File: src/sv/gto_pkg.sv
package gto_pkg;

	// Item kinds after decode of the mode field
	typedef enum logic [1:0] {
		KIND_POINT  = 2'd0,
		KIND_START  = 2'd1,
		KIND_STOP   = 2'd2,
		KIND_IGNORE = 2'd3
	} kind_t;

	// Raw mode codes on the input stream
	localparam logic [1:0] MODE_POINT = 2'd0;
	localparam logic [1:0] MODE_START = 2'd1;
	localparam logic [1:0] MODE_STOP  = 2'd2;

	// Register indexes on the configuration port
	localparam logic REG_CLIMB  = 1'b0;
	localparam logic REG_RADIUS = 1'b1;

	localparam logic [9:0]  CLIMB_RESET  = 10'd50;
	localparam logic [22:0] RADIUS_RESET = 23'd6371000;

	localparam logic signed [30:0] LAT_LIMIT = 31'sd900000000;
	localparam logic [31:0] HALF_TURN    = 32'd3600000000;
	localparam logic [31:0] QUARTER_TURN = 32'd1800000000;
	// pi * 2^30 / 2 over half turn / 2: radians in Q30 = u * RAD_NUM / RAD_DEN
	localparam logic [31:0] RAD_NUM = 32'd1686629713;
	localparam logic [31:0] RAD_DEN = 32'd1800000000;
	// RAD_NUM / RAD_DEN in Q32, rounded down: the estimate is low by at most one
	localparam logic [31:0] RAD_RECIP = 32'((64'(RAD_NUM) << 32) / 64'(RAD_DEN));
	localparam logic signed [33:0] CORDIC_GAIN = 34'sd652032874;
	localparam logic [30:0] HALF_PI_Q30 = 31'd1686629713;
	localparam logic [30:0] Q30_ONE = 31'd1073741824;
	localparam logic [30:0] STEP_MAX = 31'h7FFFFFFF;

	localparam int QDEPTH = 4;

	typedef struct packed {
		kind_t              kind;
		logic signed [30:0] lat;
		logic signed [31:0] lon;
		logic signed [20:0] alt;
	} item_t;

	typedef struct packed {
		logic        recording;
		logic [39:0] distance;
		logic [31:0] ascent;
		logic [31:0] descent;
		logic [31:0] points;
		logic [30:0] step;
	} result_t;

	typedef enum logic [3:0] {
		S_IDLE, S_EXEC, S_RMUL, S_RDIV, S_RFIX, S_ROT, S_A0, S_A1, S_A2, S_A3,
		S_SQI, S_SQ, S_VEC, S_DMUL, S_FIN, S_OUT
	} phase_t;

	// Arctangent of 2^-i in Q30
	function automatic logic [31:0] atan_q30(input logic [4:0] i);
		logic [31:0] v;
		begin
			unique case (i)
				5'd0:  v = 32'h3243F6A8;
				5'd1:  v = 32'h1DAC6705;
				5'd2:  v = 32'h0FADBAFC;
				5'd3:  v = 32'h07F56EA6;
				5'd4:  v = 32'h03FEAB76;
				5'd5:  v = 32'h01FFD55B;
				5'd6:  v = 32'h00FFFAAA;
				5'd7:  v = 32'h007FFF55;
				5'd8:  v = 32'h003FFFEA;
				5'd9:  v = 32'h001FFFFD;
				5'd10: v = 32'h000FFFFF;
				5'd11: v = 32'h0007FFFF;
				5'd12: v = 32'h0003FFFF;
				5'd13: v = 32'h0001FFFF;
				5'd14: v = 32'h0000FFFF;
				5'd15: v = 32'h00007FFF;
				5'd16: v = 32'h00003FFF;
				5'd17: v = 32'h00001FFF;
				5'd18: v = 32'h00000FFF;
				5'd19: v = 32'h000007FF;
				5'd20: v = 32'h000003FF;
				5'd21: v = 32'h000001FF;
				5'd22: v = 32'h000000FF;
				5'd23: v = 32'h0000007F;
				5'd24: v = 32'h0000003F;
				5'd25: v = 32'h0000001F;
				5'd26: v = 32'h0000000F;
				5'd27: v = 32'h00000008;
				5'd28: v = 32'h00000004;
				5'd29: v = 32'h00000002;
				5'd30: v = 32'h00000001;
				default: v = 32'h00000000;
			endcase
			return v;
		end
	endfunction

	// Reduce an angle magnitude (5e-8 degree units) mod 180 deg, mirror about 90
	function automatic logic [30:0] fold_angle(input logic [31:0] h);
		logic [31:0] m;
		begin
			m = (h >= HALF_TURN) ? h - HALF_TURN : h;
			if (m > QUARTER_TURN)
				m = HALF_TURN - m;
			return m[30:0];
		end
	endfunction

	// Clamp a CORDIC output to [0, 1.0] in Q30
	function automatic logic [30:0] clamp_unit(input logic signed [33:0] v);
		logic [30:0] r;
		begin
			if (v < 0)
				r = '0;
			else if (v > $signed({3'b000, Q30_ONE}))
				r = Q30_ONE;
			else
				r = v[30:0];
			return r;
		end
	endfunction

endpackage

File: src/sv/gto_queue.sv
module gto_queue
	import gto_pkg::*;
(
	input  logic  clk,
	input  logic  arst_n,
	input  logic  push_valid,
	output logic  push_ready,
	input  item_t push_data,
	output logic  pop_valid,
	input  logic  pop,
	output item_t pop_data
);

	localparam int AW = $clog2(QDEPTH);

	item_t          mem_q [QDEPTH];
	logic [AW-1:0]  wr_ptr_q;
	logic [AW-1:0]  rd_ptr_q;
	logic [AW:0]    count_q;
	logic           do_push;
	logic           do_pop;

	assign push_ready = (count_q != (AW+1)'(QDEPTH));
	assign pop_valid  = (count_q != '0);
	assign pop_data   = mem_q[rd_ptr_q];
	assign do_push    = push_valid && push_ready;
	assign do_pop     = pop && pop_valid;

	// Store incoming requests
	always_ff @(posedge clk) begin
		if (do_push)
			mem_q[wr_ptr_q] <= push_data;
	end

	// Advance pointers and fill count
	always_ff @(posedge clk or negedge arst_n) begin
		if (!arst_n) begin
			wr_ptr_q <= '0;
			rd_ptr_q <= '0;
			count_q  <= '0;
		end else begin
			if (do_push)
				wr_ptr_q <= wr_ptr_q + 1'b1;
			if (do_pop)
				rd_ptr_q <= rd_ptr_q + 1'b1;
			if (do_push && !do_pop)
				count_q <= count_q + 1'b1;
			else if (do_pop && !do_push)
				count_q <= count_q - 1'b1;
		end
	end

endmodule

File: config.mk
export PLATFORM = sky130hd
export DESIGN_NAME = gto_queue
export DESIGN_NICKNAME = d
export VERILOG_FILES = /design/src/sv/gto_pkg.sv /design/src/sv/gto_queue.sv
export SDC_FILE = /design/constraint.sdc
export NUM_CORES = 1
export LEC_CHECK = 0
export ABC_AREA = 1
export BUFFER_PORTS_ARGS = -buffer_cell sky130_fd_sc_hd__buf_2
export CORE_MARGIN = 1
export CORE_UTILIZATION = 55
export CTS_CLUSTER_DIAMETER = 80
export DETAILED_ROUTE_END_ITERATION = 16
export MAX_ROUTING_LAYER = met4
export PLACE_DENSITY = 0.83
export SKIP_CTS_REPAIR_TIMING = 1
export SLEW_MARGIN = 10
export SYNTH_ARGS = -nofsm -noshare
export SYNTH_HDL_FRONTEND = slang
export SYNTH_SLANG_ARGS = --single-unit
File: constraint.sdc
create_clock -name clk -period 7 [get_ports clk]
set_clock_uncertainty 0.15 [all_clocks]
set_input_delay 1.05 -clock clk [delete_from_list [all_inputs] [get_ports clk]]
set_output_delay 1.05 -clock clk [all_outputs]
set_load 0.02 [all_outputs]
=== Word level (Yosys, flattened, before mapping) ===
Memories as Yosys holds them, arrays and structs flattened.
Cells that the tools add are included.
W data, S select, Z words.

* Register bits: 7
* Bits in writable memories: 344
* Output and inout port bits: 88
* Memories kept: 1

* Add/sub/neg operators: 4
* Equality and inequality tests: 1
* Mux-type cells: 4
* Reductions and logical operators: 8

{| class="wikitable"
|+ Memories
! name !! depth !! width !! read ports !! clocked after memory_dff !! write ports !! RTL line !! text
|-
| mem_q || 4 || 86 || 1 || 0 || 1 || gto_queue.sv:16 || <nowiki>item_t mem_q [QDEPTH];</nowiki>
|}

{| class="wikitable"
|+ Operators by type and width
! operator !! number
|-
| $mux W3 || 2
|-
| $add A2 B1 Y2 const B || 2
|-
| $logic_and A1 B1 Y1 || 4
|-
| $add A3 B1 Y3 const B || 1
|-
| $ne A3 B3 Y1 const B || 1
|-
| $reduce_bool A3 Y1 || 1
|-
| $sub A3 B1 Y3 const B || 1
|-
| $logic_not A1 Y1 || 2
|-
| $mux W1 || 2
|-
| $reduce_bool A2 Y1 || 1
|}

=== Longest topological paths before layout ===
* Depth after elaboration: 6
* Depth in mapped cells: 12
* Gate-level depth less buffers: 12

=== Worst setup path before layout ===
No wires, ideal clock.

* Path type: input to register
* Start point: input port push_valid
* End point: memory mem_q[0][0] (netlist bit), enable pin
* Setup time: 0.532 ns
* Arrival time: 4.793 ns
* Path slack: 1.526 ns
* Stages on the path: 2
* Buffers on the path: 0
* Path through: nand2_1 -> nor2_1

* Cells in the longest elaborated chain, start to end: 3

{| class="wikitable"
|+ Ends and longest elaborated chain
! what !! RTL line !! text
|-
| start, declared || gto_queue.sv:6 || <nowiki>input logic push_valid,</nowiki>
|-
| $logic_and A1 B1 Y1 || gto_queue.sv:26 || <nowiki>assign do_push = push_valid && push_ready;</nowiki>
|-
| $mux W1 || gto_queue.sv:31 || <nowiki>if (do_push)</nowiki>
|-
| $mux W1 (not written as such) || gto_queue.sv:32 || <nowiki>mem_q[wr_ptr_q] <= push_data;</nowiki>
|-
| end, declared || gto_queue.sv:16 ||
|}

Every way passes these cells.

==> impl_metrics.csv <==
group,metric,value,unit
status,outcome,"finished, final reports clean",
drt,vias,8449,
setup_path,rr_worst_depth,5,
global_routing,grt_pass1_vias,8349,
pwr,intPower,4.60,mW
cts,cts-root-buf,"clkbuf_16",
drt,wl_per_cell,17.6,um
yosys,syn_area,14000,um2
pwr,switching_power,2.70,mW
cells_and_area,multi_input_area,2510,um2
pwr,leakage,6.59,nW
yosys,ys_types,16,
floorplan,core_area,25100,um2
yosys,synth_seq_cells,351,
sta,slew-limit-headroom,24.4,%
floorplan,die_h,162,um
yosys,syn_nets,1159,
cells_and_area,fin_nets,1325,
pwr,p_comb_share,33.8,%
cells_and_area,seq_area,10500,um2
sta,period_share,68.6,%
drt,antenna_left,0,
drt,firstDrtPassIters,5,
pwr,vdd_drop_max,0.343,mV
cts,htreeDepth,2,
yosys,avgSynthCellArea,13.2,um2
sta,tightestPinTransition,1130,ps
sta,slew_violations,0,
sta,fmax,0.208,GHz
cells_and_area,drive_gt1_share,19.4,%
yosys,yosys_warnings,0,
cts,cts_tree,"done",
cts,cts_sinks,351,
setup_path,crit_path_start_kind,"flop",
sta,grt_setup_unrepaired,"no",
setup_path,crit_fanout,88,
cts,clkTransAtPathRegs,60,ps
sta,fin_crit,4800,ps
placement,postPlaceCellArea,15100,um2
cells_and_area,finalInstanceArea,16300,um2
pwr,power_frac_seq,40.6,%
placement,pre_cts_ws,2700,ps
floorplan,rows,58,
setup_path,crit_arrival,3600,ps
setup_path,critical_path_class,"flop to primary output",
floorplan,fp.dieArea,26100,um2
cells_and_area,fin_util,64.8,%
cells_and_area,syn_to_final_growth,16.1,%
yosys,syn_inst,1063,
cells_and_area,fillers,1824,
drt,drc_errors,0,
yosys,synth_top_area_share,73.7,%
cts,clockBufferDepth,3,
drt,drt_iter0_markers,643,
pwr,power_density,448,nW/um2
pwr,power,7.30,mW
pwr,p_sw_share,37.0,%
cells_and_area,final_cells,1594,
job,maxCapViolCount,0,
placement,port_buffers,177,
floorplan,ios,178,
global_routing,grt_max_degree,199,
yosys,ys_top_cells_by_area,"edfxtp_1 (74%), o211ai_1 (9.2%), nand2_1 (7.4%)",
cts,cts-buffers-inserted,36,
placement,placedCellCount,1521,
worst_hold_path,hold_path.class,"input pin to asynchronous set/reset pin",
placement,place_hpwl,16400,um
sta,final-hold-violation-count,0,
placement,gp_congestion,0.767,
sta,fin_setup_tns,0,ps
cts,clk-insertion-delay-late,510,ps
yosys,yosysTopAreaCell,"edfxtp_1",
global_routing,grt_pass1_wl,43200,um
sta,layout_setup_ws,2200,ps
global_routing,grt.overflow.total,0,
pwr,clockPowerShare,25.6,%
sta,finalSetupViolCount,0,
sta,whs,224,ps
setup_path,critPathRequiredTime,5800,ps
yosys,seq_area_frac_synth,74.9,%
floorplan,initial_core_util,55.8,%
global_routing,antenna_found_initial,9,
drt,wl,28000,um
floorplan,die_w,162,um
global_routing,grt.total_usage,22.4,%
setup_path,end_kind,"primary output",
drt,viasPerCell,5.30,
synthesized netlist by cell type:
library cell    n
o21ai_0         1
inv_1         186
nand3_1         7
clkbuf_1       22
buf_2          23
xnor2_1         1
nor2_1          4
nand2_1       275
ha_1            5
nand4_1         1
edfxtp_1      344
inv_2           2
o211ai_1      172
fa_1            1
buf_6          12
dfrtp_1         7
final cells by class:
class                      count  area share [%]
sequential                   351            64.6
multi-input combinational    467            15.4
clock buffer                  50            6.24
timing repair buffer         185            5.81
inverter                     188            4.39
tap                          330            2.54
clock inverter                14           0.907
antenna                        9           0.138
power groups by stage:
stage / Sequential [mW] / Combinational (mW) / Clock (mW)
6_report: 2.96 / 2.47 / 1.87
5_1_grt: 3.00 / 2.70 / 1.98
4_1_cts: 2.96 / 2.50 / 1.90
3_5_place_dp: 3.01 / 2.48 / 0
3_3_place_gp: 2.98 / 2.42 / 0
2_1_floorplan: 2.93 / 1.82 / 0
kinds of logic after synthesis:
logic type	count (synthesis)	share of synthesized area, %
AOI/OAI and AO/OA	173	9.25
xor gates and xnor gates	1	0.0625
and+or+nand+nor	287	7.76
buffers and inverters	245	7.41
adders and majority gates	6	0.589
DFF	351	74.9
metal layers:
layer | global-route usage (%) | share of wire (%)
met1 | 26.4 | 39
met2 | 38.1 | 51
met3 | 4.39 | 7.4
met4 | 8.66 | 2.6
met5 | - | 0
layout by cell type (no fill, tap or decap), types with 5 or more instances in the layout:
cell type  count
o211ai_1     172
edfxtp_1     344
diode_2        9
nand3_1        7
ha_1           5
buf_4          8
clkinv_2       6
inv_1        186
buf_2        177
clkbuf_1       9
clkbuf_16     37
nand2_1      275
dfrtp_1        6
worst max-delay path, cell delays in order (launching register included):
cell and delay (ps):
dfrtp_4 1160, clkinv_2 790, buf_4 530, o211ai_1 240, nand2_1 110, buf_2 170
sequential cells by signal, indices dropped and copies added (netlist names):
| register | cells |
|---|---|
| count_q | 3 |
| mem_q | 344 |
| wr_ptr_q | 2 |
| rd_ptr_q | 2 |
final timing paths:
kind / start / to / slack [ps]
worst max register to register: count_q[0] / mem_q[0][31] / 3680
max in group asynchronous: arst_n / rd_ptr_q[1] / 6280
worst min register to register: count_q[2] / count_q[2] / 360
worst max-delay path: rd_ptr_q[1] / pop_data[69] / 2200
min in group clk: count_q[2] / count_q[2] / 360
worst min-delay path: arst_n / wr_ptr_q[1] / 220
Note: power is estimated with default switching activity, not from simulation.
