**src/sv/gto_pkg.sv**
```systemverilog
package gto_pkg;

	// Item kinds after decode of the mode field
	typedef enum logic [1:0] {
		KIND_POINT  = 2'd0,
		KIND_START  = 2'd1,
		KIND_STOP   = 2'd2,
		KIND_IGNORE = 2'd3
	} kind_t;

	// Raw mode codes on the input stream
	localparam logic [1:0] MODE_POINT = 2'd0;
	localparam logic [1:0] MODE_START = 2'd1;
	localparam logic [1:0] MODE_STOP  = 2'd2;

	// Register indexes on the configuration port
	localparam logic REG_CLIMB  = 1'b0;
	localparam logic REG_RADIUS = 1'b1;

	localparam logic [9:0]  CLIMB_RESET  = 10'd50;
	localparam logic [22:0] RADIUS_RESET = 23'd6371000;

	localparam logic signed [30:0] LAT_LIMIT = 31'sd900000000;
	localparam logic [31:0] HALF_TURN    = 32'd3600000000;
	localparam logic [31:0] QUARTER_TURN = 32'd1800000000;
	// pi * 2^30 / 2 over half turn / 2: radians in Q30 = u * RAD_NUM / RAD_DEN
	localparam logic [31:0] RAD_NUM = 32'd1686629713;
	localparam logic [31:0] RAD_DEN = 32'd1800000000;
	// RAD_NUM / RAD_DEN in Q32, rounded down: the estimate is low by at most one
	localparam logic [31:0] RAD_RECIP = 32'((64'(RAD_NUM) << 32) / 64'(RAD_DEN));
	localparam logic signed [33:0] CORDIC_GAIN = 34'sd652032874;
	localparam logic [30:0] HALF_PI_Q30 = 31'd1686629713;
	localparam logic [30:0] Q30_ONE = 31'd1073741824;
	localparam logic [30:0] STEP_MAX = 31'h7FFFFFFF;

	localparam int QDEPTH = 4;

	typedef struct packed {
		kind_t              kind;
		logic signed [30:0] lat;
		logic signed [31:0] lon;
		logic signed [20:0] alt;
	} item_t;

	typedef struct packed {
		logic        recording;
		logic [39:0] distance;
		logic [31:0] ascent;
		logic [31:0] descent;
		logic [31:0] points;
		logic [30:0] step;
	} result_t;

	typedef enum logic [3:0] {
		S_IDLE, S_EXEC, S_RMUL, S_RDIV, S_RFIX, S_ROT, S_A0, S_A1, S_A2, S_A3,
		S_SQI, S_SQ, S_VEC, S_DMUL, S_FIN, S_OUT
	} phase_t;

	// Arctangent of 2^-i in Q30
	function automatic logic [31:0] atan_q30(input logic [4:0] i);
		logic [31:0] v;
		begin
			unique case (i)
				5'd0:  v = 32'h3243F6A8;
				5'd1:  v = 32'h1DAC6705;
				5'd2:  v = 32'h0FADBAFC;
				5'd3:  v = 32'h07F56EA6;
				5'd4:  v = 32'h03FEAB76;
				5'd5:  v = 32'h01FFD55B;
				5'd6:  v = 32'h00FFFAAA;
				5'd7:  v = 32'h007FFF55;
				5'd8:  v = 32'h003FFFEA;
				5'd9:  v = 32'h001FFFFD;
				5'd10: v = 32'h000FFFFF;
				5'd11: v = 32'h0007FFFF;
				5'd12: v = 32'h0003FFFF;
				5'd13: v = 32'h0001FFFF;
				5'd14: v = 32'h0000FFFF;
				5'd15: v = 32'h00007FFF;
				5'd16: v = 32'h00003FFF;
				5'd17: v = 32'h00001FFF;
				5'd18: v = 32'h00000FFF;
				5'd19: v = 32'h000007FF;
				5'd20: v = 32'h000003FF;
				5'd21: v = 32'h000001FF;
				5'd22: v = 32'h000000FF;
				5'd23: v = 32'h0000007F;
				5'd24: v = 32'h0000003F;
				5'd25: v = 32'h0000001F;
				5'd26: v = 32'h0000000F;
				5'd27: v = 32'h00000008;
				5'd28: v = 32'h00000004;
				5'd29: v = 32'h00000002;
				5'd30: v = 32'h00000001;
				default: v = 32'h00000000;
			endcase
			return v;
		end
	endfunction

	// Reduce an angle magnitude (5e-8 degree units) mod 180 deg, mirror about 90
	function automatic logic [30:0] fold_angle(input logic [31:0] h);
		logic [31:0] m;
		begin
			m = (h >= HALF_TURN) ? h - HALF_TURN : h;
			if (m > QUARTER_TURN)
				m = HALF_TURN - m;
			return m[30:0];
		end
	endfunction

	// Clamp a CORDIC output to [0, 1.0] in Q30
	function automatic logic [30:0] clamp_unit(input logic signed [33:0] v);
		logic [30:0] r;
		begin
			if (v < 0)
				r = '0;
			else if (v > $signed({3'b000, Q30_ONE}))
				r = Q30_ONE;
			else
				r = v[30:0];
			return r;
		end
	endfunction

endpackage

```
**src/sv/gto_front.sv**
```systemverilog
module gto_front
	import gto_pkg::*;
(
	input  logic [87:0] tdata,
	input  logic [1:0]  tuser,
	output item_t       item
);

	logic signed [30:0] lat_raw;

	assign lat_raw = tdata[30:0];

	// Classify the mode code
	always_comb begin
		unique case (tuser)
			MODE_POINT: item.kind = KIND_POINT;
			MODE_START: item.kind = KIND_START;
			MODE_STOP:  item.kind = KIND_STOP;
			default:    item.kind = KIND_IGNORE;
		endcase
	end

	// Saturate latitude at the poles
	always_comb begin
		if (lat_raw > LAT_LIMIT)
			item.lat = LAT_LIMIT;
		else if (lat_raw < -LAT_LIMIT)
			item.lat = -LAT_LIMIT;
		else
			item.lat = lat_raw;
	end

	assign item.lon = tdata[62:31];
	assign item.alt = tdata[83:63];

endmodule

```
**config.mk**
```make
export PLATFORM = sky130hd
export DESIGN_NAME = gto_front
export DESIGN_NICKNAME = d
export VERILOG_FILES = /design/src/sv/gto_pkg.sv /design/src/sv/gto_front.sv
export SDC_FILE = /design/constraint.sdc
export NUM_CORES = 1
export LEC_CHECK = 0
export BUFFER_PORTS_ARGS = -buffer_cell sky130_fd_sc_hd__clkbuf_2
export CORE_AREA = 3 3 67 69
export DETAILED_ROUTE_END_ITERATION = 16
export DIE_AREA = 0 0 70 72
export PLACE_DENSITY = 0.74
export SLEW_MARGIN = 20
export SYNTH_ARGS = -nofsm -noshare
export SYNTH_HDL_FRONTEND = slang
export SYNTH_SLANG_ARGS = --single-unit
```
**constraint.sdc**
```tcl
create_clock -name vclk -period 2.5
set_input_delay 0.25 -clock vclk [all_inputs]
set_output_delay 0.25 -clock vclk [all_outputs]
set_load 0.1 [all_outputs]
```
Word-level counts from Yosys, hierarchy flattened
Index checks and enable logic that the tools add are counted.
- bits in registers: 0
- latch bits: 0
- memory bits (writable): 0
- memory bits (read-only): 0
- input bits: 90
- output and inout port bits: 86
- word-level logic and storage cells: 8
- memories: 0
- $add $sub $neg: 0
- multiply operators: 0
- divide/modulo/power cells: 0
- magnitude comparators: 2
- equality and inequality tests: 2
- shift-type cells: 0
- multiplexer cells: 3
- bitwise operators: 0
- reductions and logical operators: 1
- operators with widths (kind ; number):
    2-to-1 mux 31 bit ; 2
    > comparator 31 bit, second input constant ; 1
    less-than comparator 31 bit, second input constant ; 1
    one-hot mux 2 bit (3 select lines) ; 1
    equality test 2 x 1 -> 1 bit, second input constant ; 1
    equality test 2 bit, second input constant ; 1
    logical NOT 2 bit ; 1

Longest topological paths before layout
Gate-level depths: netlist of the first run.
- depth in word-level cells: 3
- depth in mapped cells: 9
- mapped depth without buffers: 8

Worst setup path after synthesis of the first run
OpenSTA, ideal clock, no wires.
- path kind: input port to output port
- start point: in tdata[8]
- end point: out item[64] (netlist bit)
- data arrival time: 3.597 ns
- required time: 2.250 ns
- slack: -1.347 ns
- stages: 8
- path buffers: 1
- cell sequence: a31oi_1 o2111ai_1 nand3_1 a2111oi_0 nor2_1 ha_1 clkbuf_1 o21ai_0
- RTL lines (item ; line ; text):
    start: declaration ; gto_front.sv:4 ; input logic [87:0] tdata,
    end: declaration ; gto_front.sv:6 ; output item_t item

==> flow_metrics.env, run 1 <==
export IMPL_synth_common_cells="buf_4, inv_1, o21ai_0, o21a_1"
export IMPL_firstDrtPassIters=4
export IMPL_fmax_ghz=0.3719
export IMPL_wl_per_cell_um=15.09
export IMPL_ys_top_cells_by_area="buf_4, o21a_1, and3b_1, o21ai_0, inv_1"
export IMPL_insertedDiodeCount=0
export IMPL_grt_pass1_vias=1031
export IMPL_syn_num_nets=236
export IMPL_switchingPower_mw=0.4920
export IMPL_vias=1006
export IMPL_avgSynthCellArea_sq_um=6.420
export IMPL_slew_headroom=0.6940
export IMPL_netSwitchingFraction=0.6239
export IMPL_track_usage=0.1101
export IMPL_ctsHoldBuffers=0
export IMPL_first_iter_violations=9
export IMPL_port_buffers=62
export IMPL_path_cells="buf_6, or4_4, or4_4, a21o_1, a221o_2, buf_12, and3b_2, buf_12"
export IMPL_drv_slew=0
export IMPL_dieHeight_um=72
export IMPL_outcome="complete, but fails checks"
export IMPL_multi_input_area_sq_um=650.6
export IMPL_tightest_slew_ps=447.4
export IMPL_combPwrFrac=1.000
export IMPL_synth_cells=145
export IMPL_antenna_left=0
export IMPL_cp_slowest_cell="or4_4"
export IMPL_cp_arrival_ps=2440
export IMPL_min_path_type="primary input to output port"
export IMPL_grt_antenna_before_repair=0
export IMPL_cp_max_fo=5
export IMPL_required_ps=2250
export IMPL_synth_largest_area_cell="buf_4"
export IMPL_crit_buf_inv=3
export IMPL_dp_hpwl_um=2660
export IMPL_power_leakage_nw=0.8136
export IMPL_via_per_inst=4.701
export IMPL_final_hold_viol_count=0
export IMPL_syn2layout_area_growth_pct=90.05
export IMPL_drive_gt1_frac=0.7012
export IMPL_num_io_pins=176
export IMPL_grt_max_degree=18
export IMPL_design_seq_count=0
export IMPL_grt_pass1_wl_um=4754
export IMPL_fin_hold_ws_ps=500.0
export IMPL_seqCellArea_sq_um=0
export IMPL_violations="negative setup slack"
export IMPL_final_nets=257
export IMPL_ys_seq_area_frac=0
export IMPL_synth_distinct_cells=27
export IMPL_ir_drop_v=0.0002416
export IMPL_internal_power_mw=0.2965
export IMPL_place_congestion=0.8512
export IMPL_power_density_nw_per_um2=445.7
export IMPL_end_kind="output port"
export IMPL_initial_core_util=0.2344
export IMPL_maxCapViolCount=0
export IMPL_drc=0
export IMPL_layout_min_cycle_time_ps=2689
export IMPL_overflow=0
export IMPL_die_w_um=70
export IMPL_path_class="primary input to output port"
export IMPL_dpl_cell_area_sq_um=1600
export IMPL_design_area_sq_um=1769
export IMPL_setup_violations_final=31
export IMPL_finalWorstSetupSlack_ps=-188.7
export IMPL_die_area_sq_um=5040
export IMPL_synth_warnings=0
export IMPL_yosysMostFrequentCell="buf_4"
export IMPL_min_period_over_period=1.075
export IMPL_syn_area_sq_um=930.9
export IMPL_wirelength_um=3229
export IMPL_n_fill_cell=385
export IMPL_pwr_share_clk=0
export IMPL_nClkBuffers=0
export IMPL_critPathLaunchType="primary input"
export IMPL_rsz0062_at_grt="true"
export IMPL_synth_top_area_frac=0.4355
export IMPL_cp_top_family="simple AND/OR/NAND/NOR gates"
export IMPL_row_count=23
export IMPL_pwr_share_seq=0
export IMPL_finalSetupTns_ps=-4453
export IMPL_cp_slowest_stage_delay_ps=510
export IMPL_coreArea_sq_um=3971
==> layout by cell type, fill, tap and decap left out <==
master,n
clkbuf_2,30
buf_6,1
o2111ai_1,1
nand3b_1,1
a21o_1,1
and3b_2,1
nor3_1,2
o21ai_0,2
nor2_1,8
o31ai_1,1
a31oi_1,1
buf_4,12
clkbuf_16,3
a2111oi_0,1
or4_4,2
o21ai_4,9
nor2b_4,1
o21a_4,6
or2_2,1
nand2_1,4
buf_12,34
nor4_1,2
and3b_4,7
o311ai_1,1
a221o_2,1
nand3_1,2
nand2_4,1
a21oi_1,5
o21ai_2,2
nand4_1,3
o21a_2,4
inv_1,13
ha_1,1
==> what timing repair did <==
item / 4_1_cts / 5_1_grt
resized for setup: 2 / 12
endpoints found under the setup margin: 31 / 31
pin swaps: 1 / 3
buffers inserted: 0 / 1
cloned: 0 / 3
==> logic make-up (layout without fill, tap and decap cells) <==
family	count (synthesis)	in the layout	synth area share
buffers and inverters	74	93	0.5255
AOI/OAI and AO/OA	35	35	0.2406
and+or+nand+nor	35	35	0.2204
adders and majority gates	1	1	0.01344
==> metal layers <==
| layer | GRT usage | up-vias | wire, um |
|---|---|---|---|
| li1 | - | 477 | - |
| met1 | 0.1343 | 441 | 1211 |
| met2 | 0.1826 | 54 | 1563 |
| met3 | 0.01939 | 34 | 242 |
| met4 | 0.06383 | 0 | 212 |
| met5 | 0 | - | 0 |
==> per-stage QoR <==
step                setup WS, ps  total power, mW  cells  utilization
floorplan                 -163.4           0.8825    145            -
global placement          -223.6           0.7653    210       0.4030
detailed placement        -253.3           0.7673    210       0.4030
CTS                       -208.2           0.7699    210       0.4049
global route              -238.2           0.8129    214       0.4455
finish                    -188.7           0.7885    214       0.4455
==> power by group through the flow <==
stage                     clock network, mW  logic [mW]  registers (mW)
final                                     0       0.789               0
after global routing                      0       0.813               0
after CTS                                 0       0.770               0
after detailed placement                  0       0.767               0
after global placement                    0       0.765               0
after floorplan                           0       0.883               0
==> cell type report <==
| class | instances | share of cell area |
|---|---|---|
| inverters | 13 | 0.02758 |
| repair buffers | 80 | 0.5693 |
| multi-input cells | 71 | 0.3678 |
| well taps | 50 | 0.03536 |
==> path summary, 6_finish.rpt <==
| path | startpoint | to | slack, ps | cells after the start |
|---|---|---|---|---|
| worst max-delay path | tdata[16] | item[53] | -190 | 8 |
| worst min-delay path | tdata[34] | item[24] | 500 | 0 |
Power figures use the tool's default switching activity.
==> run 2: changes to the inputs <==
--- a/config.mk
+++ b/config.mk
@@ -10,7 +10,8 @@
 export DETAILED_ROUTE_END_ITERATION = 16
 export DIE_AREA = 0 0 70 72
 export PLACE_DENSITY = 0.74
-export SLEW_MARGIN = 20
+export SETUP_SLACK_MARGIN = 0.4
+export SLEW_MARGIN = 30
 export SYNTH_ARGS = -nofsm -noshare
 export SYNTH_HDL_FRONTEND = slang
 export SYNTH_SLANG_ARGS = --single-unit
==> run 2 against run 1 <==
Against the previous run: the flow still finishes with violations (negative setup slack); first-iteration DRC count rose to 3.6 times the previous value; clock-buffer cell count is the same; die area unchanged; utilization rose by 1.0 points; non-clock buffer count rose by 2; critical endpoint is now item[57]; cell count increased by 0.93%.
==> flow_metrics.env, run 2 (synthesis gave the netlist of run 1 again) <==
export IMPL_die_w_um=70
export IMPL_path_class="primary input to output port"
export IMPL_drive_gt1_frac=0.7108
export IMPL_die_area_sq_um=5040
export IMPL_netSwitchingFraction=0.6257
export IMPL_seqCellArea_sq_um=0
export IMPL_mostFrequentLayoutCells="buf_12, clkbuf_2, inv_1, buf_4, o21ai_4"
export IMPL_internal_power_mw=0.2978
export IMPL_n_fill_cell=391
export IMPL_first_iter_violations=32
export IMPL_port_buffers=62
export IMPL_syn2layout_area_growth_pct=94.36
export IMPL_tightest_slew_ps=387.2
export IMPL_maxCapViolCount=0
export IMPL_fmax_ghz=0.3684
export IMPL_layout_min_cycle_time_ps=2714
export IMPL_grt_antenna_before_repair=0
export IMPL_track_usage=0.1183
export IMPL_fin_hold_ws_ps=500.0
export IMPL_design_seq_count=0
export IMPL_pwr_share_seq=0
export IMPL_min_path_type="primary input to output port"
export IMPL_dp_hpwl_um=2804
export IMPL_overflow=0
export IMPL_cp_max_fo=5
export IMPL_total_power_mw=0.7955
export IMPL_pwr_share_clk=0
export IMPL_firstDrtPassIters=4
export IMPL_final_util=0.4556
export IMPL_combPwrFrac=1.000
export IMPL_insertedDiodeCount=0
export IMPL_finalWorstSetupSlack_ps=-214.4
export IMPL_power_density_nw_per_um2=439.7
export IMPL_dieHeight_um=72
export IMPL_grt_pass1_wl_um=5092
export IMPL_power_leakage_nw=0.8330
export IMPL_row_count=23
export IMPL_rsz0062_at_grt="true"
export IMPL_nClkBuffers=0
export IMPL_ir_drop_v=0.0001933
export IMPL_end_kind="output port"
export IMPL_drc=0
export IMPL_final_hold_viol_count=0
export IMPL_initial_core_util=0.2344
export IMPL_placed_cells=212
export IMPL_required_ps=2250
export IMPL_dp_slack_ps=-270.0
export IMPL_critPathLaunchType="primary input"
export IMPL_cp_arrival_ps=2460
export IMPL_via_per_inst=4.676
export IMPL_coreArea_sq_um=3971
export IMPL_layout_commonest_cell="buf_12"
export IMPL_fin_cells=216
export IMPL_grt_pass1_vias=1103
export IMPL_min_period_over_period=1.086
export IMPL_place_congestion=0.8017
export IMPL_path_cells="buf_6, or4_4, or4_4, a21o_1, a221o_2, buf_12, buf_8, and3b_2, buf_12"
export IMPL_wirelength_um=3223
export IMPL_outcome="complete, but fails checks"
export IMPL_wl_per_cell_um=14.92
export IMPL_cp_slowest_stage_delay_ps=510
export IMPL_grt_max_degree=10
export IMPL_antenna_left=0
export IMPL_cp_slowest_cell="or4_4"
export IMPL_switchingPower_mw=0.4977
export IMPL_multi_input_area_sq_um=685.7
export IMPL_violations="negative setup slack"
export IMPL_slew_headroom=0.7412
export IMPL_num_io_pins=176
export IMPL_drv_slew=0
export IMPL_setup_violations_final=31
export IMPL_final_nets=259
export IMPL_vias=1010
==> run 2: what timing repair did <==
item / in CTS / in global routing
pin swaps: 2 / 0
buffers inserted: 3 / 0
cloned: 1 / 0
hold buffers: 0 / 0
endpoints found under the setup margin: 31 / 31
resized for setup: 9 / 4
==> run 2: path summary, 6_finish.rpt <==
path	slack, ps	endpoint	startpoint	cells after the start
worst min-delay path	500	item[16]	tdata[79]	0
worst max-delay path	-210	item[57]	tdata[20]	9
==> run 2: through the flow <==
step	cell area (sq um)	setup TNS [ps]
after floorplan	1155	-872.4
after global placement	1697	-5158
after detailed placement	1697	-6135
after CTS	1794	-4692
after global routing	1809	-6743
final	1809	-4941
==> run 2: layout make-up <==
class / instances / area share
repair buffers: 82 / 0.5595
well taps: 50 / 0.03458
multi-input cells: 71 / 0.3790
inverters: 13 / 0.02697
==> run 2: worst max-delay path, delay by kind of cell <==
kind	cells	cell delay, ps
and+or+nand+nor	3	1150
buffers and inverters	4	530
AOI/OAI and AO/OA	2	520
==> run 2: power groups by stage <==
| stage | Sequential, mW | Clock [mW] | Combinational [mW] |
|---|---|---|---|
| after floorplan | 0 | 0 | 0.899 |
| after global placement | 0 | 0 | 0.782 |
| after detailed placement | 0 | 0 | 0.789 |
| after CTS | 0 | 0 | 0.800 |
| after global routing | 0 | 0 | 0.821 |
| final | 0 | 0 | 0.796 |
==> run 2: layer usage <==
layer / track usage / vias to the layer above / share of wire
met5: 0 / - / 0
met4: 0.06383 / 0 / 0.052
met2: 0.2172 / 57 / 0.51
met3: 0.04571 / 36 / 0.12
met1: 0.1144 / 438 / 0.32
li1: - / 479 / -
